--- config.mk ---
export PLATFORM = sky130hd
export DESIGN_NAME = gks_ctrl
export DESIGN_NICKNAME = d
export VERILOG_FILES = /design/src/design/gks_pkg.sv /design/src/design/gks_ctrl.sv
export SDC_FILE = /design/constraint.sdc
export NUM_CORES = 1
export LEC_CHECK = 0
export BUFFER_PORTS_ARGS = -buffer_cell sky130_fd_sc_hd__buf_2
export CAP_MARGIN = 20
export CORE_AREA = 2 2 39 41
export CTS_CLUSTER_DIAMETER = 40
export DETAILED_ROUTE_END_ITERATION = 12
export DIE_AREA = 0 0 41 43
export PLACE_DENSITY = 0.69
export SYNTH_ARGS = -nofsm -noshare
export SYNTH_HDL_FRONTEND = slang
export SYNTH_SLANG_ARGS = --single-unit
--- constraint.sdc ---
create_clock -name clk -period 2.5 [get_ports clk]
set_input_delay 0.25 -clock clk [delete_from_list [all_inputs] [get_ports clk]]
set_output_delay 0.25 -clock clk [all_outputs]
set_load 0.02 [all_outputs]
--- src/design/gks_pkg.sv ---
// Package: shared constants, types and codes for the graph key search block.
`default_nettype none
package gks_pkg;
	localparam int MAX_NODES  = 64;
	localparam int NODE_W     = $clog2(MAX_NODES);
	localparam int CNT_W      = NODE_W + 1;
	localparam int KEY_W      = 64;
	localparam int WORK_DEPTH = 4096;
	localparam int WPTR_W     = $clog2(WORK_DEPTH);
	localparam int WCNT_W     = WPTR_W + 1;
	localparam int CFG_IDX_W  = 2;

	typedef enum logic [1:0] {
		ACT_KEY    = 2'd0,
		ACT_EDGE   = 2'd1,
		ACT_SEARCH = 2'd2,
		ACT_NONE   = 2'd3
	} action_t;

	typedef enum logic [CFG_IDX_W-1:0] {
		REG_NODE_COUNT  = 2'd0,
		REG_SEARCH_MODE = 2'd1,
		REG_SPARE2      = 2'd2,
		REG_SPARE3      = 2'd3
	} reg_idx_t;

	typedef enum logic [3:0] {
		ST_IDLE,
		ST_KEY,
		ST_EDGE_RDA,
		ST_EDGE_WRA,
		ST_EDGE_RDB,
		ST_EDGE_WRB,
		ST_INIT,
		ST_POP,
		ST_WAIT,
		ST_FETCH,
		ST_CHECK,
		ST_SCAN,
		ST_DONE
	} state_t;

	typedef struct packed {
		logic accept;
		logic key_wr;
		logic sel_b;
		logic sel_node;
		logic row_wr;
		logic init;
		logic pop;
		logic node_ld;
		logic mark_node;
		logic row_ld;
		logic scan_step;
		logic res_hit;
		logic res_miss;
		logic out_ld;
	} dp_cmd_t;

	typedef struct packed {
		logic n_zero;
		logic list_avail;
		logic skip_node;
		logic key_hit;
		logic scan_done;
		logic out_busy;
	} dp_stat_t;
endpackage
`default_nettype wire

--- src/design/gks_ctrl.sv ---
// Controller: sequences loads, edge updates and the graph walk.
`default_nettype none
module gks_ctrl import gks_pkg::*; (
	input  wire logic       clk,
	input  wire logic       arst_n,
	input  wire logic       in_valid,
	input  wire logic [1:0] action,
	output logic            in_ready,
	input  wire dp_stat_t   stat,
	output dp_cmd_t         cmd
);
	state_t state_q, state_nx;

	always_ff @(posedge clk or negedge arst_n) begin
		if (!arst_n)
			state_q <= ST_IDLE;
		else
			state_q <= state_nx;
	end

	assign in_ready = (state_q == ST_IDLE);

	always_comb begin
		state_nx = state_q;
		unique case (state_q)
			ST_IDLE: begin
				if (in_valid) begin
					unique case (action_t'(action))
						ACT_KEY:    state_nx = ST_KEY;
						ACT_EDGE:   state_nx = ST_EDGE_RDA;
						ACT_SEARCH: state_nx = ST_INIT;
						default:    state_nx = ST_IDLE;
					endcase
				end
			end
			ST_KEY:      state_nx = ST_IDLE;
			ST_EDGE_RDA: state_nx = ST_EDGE_WRA;
			ST_EDGE_WRA: state_nx = ST_EDGE_RDB;
			ST_EDGE_RDB: state_nx = ST_EDGE_WRB;
			ST_EDGE_WRB: state_nx = ST_IDLE;
			ST_INIT:     state_nx = stat.n_zero ? ST_DONE : ST_POP;
			ST_POP:      state_nx = stat.list_avail ? ST_WAIT : ST_DONE;
			ST_WAIT:     state_nx = ST_FETCH;
			ST_FETCH:    state_nx = stat.skip_node ? ST_POP : ST_CHECK;
			ST_CHECK:    state_nx = stat.key_hit ? ST_DONE : ST_SCAN;
			ST_SCAN:     state_nx = stat.scan_done ? ST_POP : ST_SCAN;
			ST_DONE:     state_nx = stat.out_busy ? ST_DONE : ST_IDLE;
			default:     state_nx = ST_IDLE;
		endcase
	end

	always_comb begin
		cmd = '0;
		unique case (state_q)
			ST_IDLE:     cmd.accept = in_valid;
			ST_KEY:      cmd.key_wr = 1'b1;
			ST_EDGE_RDA: ;
			ST_EDGE_WRA: cmd.row_wr = 1'b1;
			ST_EDGE_RDB: cmd.sel_b = 1'b1;
			ST_EDGE_WRB: begin
				cmd.sel_b  = 1'b1;
				cmd.row_wr = 1'b1;
			end
			ST_INIT: begin
				cmd.init     = 1'b1;
				cmd.res_miss = 1'b1;
			end
			ST_POP: begin
				cmd.pop      = stat.list_avail;
				cmd.res_miss = 1'b1;
			end
			ST_WAIT:     cmd.node_ld = 1'b1;
			ST_FETCH: begin
				cmd.sel_node  = 1'b1;
				cmd.mark_node = !stat.skip_node;
			end
			ST_CHECK: begin
				cmd.res_hit = stat.key_hit;
				cmd.row_ld  = !stat.key_hit;
			end
			ST_SCAN:     cmd.scan_step = !stat.scan_done;
			ST_DONE:     cmd.out_ld = !stat.out_busy;
			default: ;
		endcase
	end
endmodule
`default_nettype wire

* Word-level counts from Yosys, hierarchy flattened *
Cells that the tools add are included.
W data, S select, Z words.

cells by class
  reductions and logical operators = 9
  multiplexer cells = 23
  eq/ne operators = 15

operators by type and width
  kind                  number
  $pmux W4 S11          1
  $eq A4 B4 Y1 const B  5
  $mux W4               5
  $eq A4 B3 Y1 const B  4
  $mux W1               14
  $pmux W3 S3           1
  $eq A4 B2 Y1 const B  2
  $mux W3               2
  $reduce_or A2 Y1      3
  $eq A4 B1 Y1 const B  1
  $logic_not A1 Y1      4
  $logic_not A4 Y1      1
  $eq A2 B1 Y1 const B  1
  $eq A2 B2 Y1 const B  1
  $logic_not A2 Y1      1
  $ne A2 B2 Y1 const B  1

word-level totals
  register bits = 4

* Logic depth before layout (Yosys ltp) *
  word-level depth = 4
  depth in mapped cells = 6
  depth with buffers taken out = 6

* Least setup slack after synthesis *
OpenSTA, ideal clock, no wires.

  path kind = register to output
  from = register state_q[2]
  to = output port cmd[13] in the netlist's numbering
  stages on the path, launching flop included = 4
  path slack = 820 ps
  data arrival time = 1430 ps
  data required time = 2250 ps
  cells stage by stage = dfrtp_1 > buf_2 > nor4_2 > and2_1

RTL lines
  what                    line            text
  start, declared         gks_ctrl.sv:12  state_t state_q, state_nx;
  start signal, assigned  gks_ctrl.sv:18  state_q <= state_nx;
  end, declared           gks_ctrl.sv:10  output dp_cmd_t cmd

==> impl_metrics.yaml <==
run_status:
  status: "complete, no violations"
floorplanning:
  dieWidth_um: 41
  die_h_um: 43
  coreArea_um2: 1380
  fp-row-count: 14
  pin_count: 26
  design.die.area_um2: 1760
  initial_core_util: 0.363
yosys:
  synth_top_flop_cell: "sky130_fd_sc_hd__dfrtp_1"
  synth_most_common_cell: "sky130_fd_sc_hd__nor2_1"
  yosysSeqAreaShare: 0.200
  post_synth_instance_area_um2: 502
  post-synth-top-area-fraction: 0.200
  yosys_warnings: 0
  mappedNetlistNets: 85
  synth_enable_flop_cells: 0
  ys_top_cells_by_count: "13 x sky130_fd_sc_hd__nor2_1, 7 x sky130_fd_sc_hd__nand2_1, 6 x sky130_fd_sc_hd__nor3_1"
  syn-instance-count: 72
  synth_area_leader_cell: "sky130_fd_sc_hd__dfrtp_1"
  synth_cell_type_count: 31
  synth_area_per_cell_um2: 6.97
  synth-seq-cells: 4
  ys_top_cells_by_area: "sky130_fd_sc_hd__dfrtp_1 20%, sky130_fd_sc_hd__nor2_1 9.7%, sky130_fd_sc_hd__nor3_1 6.0%"
  synth-async-reset-ratio: 1.00
sta:
  timing.max_slew.rel_slack: 0.610
  worst_clock_skew_ns: 0.00522
  finalWorstPathRequiredPeriod_ns: 1.87
  setup-tns-final_ns: 0
  worst_slew_pin_slew_ns: 0.585
  finalCritPeriodShare: 0.750
  final-max-slew-violation-count: 0
  setup_repair_after_global_routing_missed_its_margin: "false"
  hold_viol_final: 0
  max_freq_mhz: 533
  worst_setup_margin_ns: 0.625
  timing.hold.ws_ns: 0.338
  finalSetupViolations: 0
global_routing:
  grt_start_max_net_pins: 17
  global_route.overflow_total: 0
  grt_pass1_vias: 516
  track_usage: 0.156
  grt_pass1_wl_mm: 1.94
  grt_antenna_before_repair: 0
layout:
  n_antenna_cell: 0
  fraction_of_layout_cells_with_a_size_suffix_above_1: 0.351
  layoutNonFillerInstCount: 113
  post-route-cell-area_um2: 651
  largest_register_ffs: 4
  reg.largest.list: "state_q x4"
  post-route-util: 0.470
  area_growth_pct: 29.7
  max_flop_register: "state_q"
  nNetsFinal: 112
placed_design:
  gp_congestion: 0.789
  post-place-ws_ns: 0.904
  placed_area_um2: 618
  count_of_buffers_from_port_buffering: 25
  place.detailed.hpwl_um: 951
  numPlacedInstances: 109
setup_path:
  rr_startpoint: "state_q[1]"
  worstSetupPathType: "reg -> out"
  worst-r2r-cell-count: 4
  critPathRequiredTime_ns: 2.25
  worstPathArrival_ns: 1.62
  critical_path.max_fanout: 16
  regToRegSetupSlack_ns: 0.97
  endpoint_kind_of_the_worst_setup_timing_path: "output port"
  crit_path_launch_type: "flop"
  rr_endpoint: "state_q[2]"
routing:
  number_of_iterations_in_the_first_detailed_routing_pass: 5
  routed_wl_mm: 1.28
  drt_first_iter_violations: 24
  detail_route.drc_violations: 0
  vias: 596
  post_drt_wl_per_cell_um: 11.3
  drt.antenna.violating_nets: 0
  vias_per_inst: 5.27
clock_tree:
  post_cts_hold_buffer_count: 1
  tritoncts: "done"
  numClockSinks: 4
  post-cts-setup-buffer-count: 0
  worst_skew_pair.late_latency_ns: 0.23
  clock_tree.htree_level_count: 1
  post_cts_resize_count: 0
  clock_pin_slew_of_the_registers_on_the_worst_case_setup_and_hold_paths_ns: 0.04
  maximum_buffer_depth_of_the_clock_tree: 2
  cts-buffers-inserted: 3
  root_buffer: "sky130_fd_sc_hd__clkbuf_4"
power:
  worst_ir_drop_vdd_mv: 0.686
  total_power_consumption_mw: 0.731
  power.density_cell_area_nw_per_um2: 1120
  cellLeakagePower_nw: 0.314
run:
  drv.max_cap_violation_count: 0
min_path:
  hold_path.class: "in -> async"
cell families (layout without fill, tap and decap cells):
kind of cell / count (synthesis) / count (layout) / synth area share
AOI/OAI and AO/OA: 16 / 16 / 0.237
and+or+nand+nor: 40 / 40 / 0.402
buffers and inverters: 9 / 34 / 0.0948
xor gates and xnor gates: 1 / 1 / 0.0175
adders and majority gates: 2 / 2 / 0.0499
DFF: 4 / 4 / 0.200
power breakdown:
group	internal (mW)	leakage [nW]	switching, mW	total, mW
registers	0.0913	0.0524	0.119	0.211
clock network	0.0536	0.0138	0.0254	0.0790
logic	0.191	0.248	0.250	0.442
total	0.336	0.314	0.395	0.731
layout make-up:
class,count,area [um^2]
clock buffers,3,22.5
fillers,148,733
inverters,5,18.8
multi-input cells,59,354
flip-flops and latches,4,100
well taps,16,20.0
repair buffers,26,135
layout by cell type (no fill, tap or decap), types with 2 or more instances in the layout:
cell / n
sky130_fd_sc_hd__a21oi_1: 5
sky130_fd_sc_hd__buf_2: 25
sky130_fd_sc_hd__clkbuf_4: 3
sky130_fd_sc_hd__dfrtp_1: 4
sky130_fd_sc_hd__ha_1: 2
sky130_fd_sc_hd__inv_1: 4
sky130_fd_sc_hd__nand2_1: 7
sky130_fd_sc_hd__nand2b_1: 2
sky130_fd_sc_hd__nand3_1: 3
sky130_fd_sc_hd__nor2_1: 13
sky130_fd_sc_hd__nor3_1: 6
sky130_fd_sc_hd__nor4_1: 2
sky130_fd_sc_hd__o21ai_0: 3
layer usage:
| metal | vias up | track usage | routed length (um) | share of wire |
|---|---|---|---|---|
| met5 | - | 0 | 0 | 0 |
| met4 | 0 | 0.127 | 14 | 0.011 |
| met3 | 2 | 0 | 97 | 0.076 |
| met2 | 24 | 0.241 | 640 | 0.50 |
| met1 | 265 | 0.192 | 526 | 0.41 |
| li1 | 305 | - | - | - |
critical path: stages (launching register included):
cell and delay [ns]:
sky130_fd_sc_hd__dfrtp_1 0.63, sky130_fd_sc_hd__nand2b_1 0.27, sky130_fd_sc_hd__nor3_1 0.28, sky130_fd_sc_hd__buf_2 0.21
worst max path at each step:
| stage | from | endpoint | slack, ns | cells past startpoint |
|---|---|---|---|---|
| floorplan | state_q[2] | cmd[13] | 0.82 | 3 |
| global placement | state_q[1] | cmd[3] | 0.97 | 3 |
| detailed placement | state_q[3] | cmd[2] | 0.90 | 3 |
| CTS | state_q[3] | cmd[2] | 0.64 | 3 |
| global route | state_q[3] | cmd[2] | 0.52 | 3 |
| finish | state_q[3] | cmd[2] | 0.63 | 3 |
No activity file was read; power rests on OpenSTA's default activity.
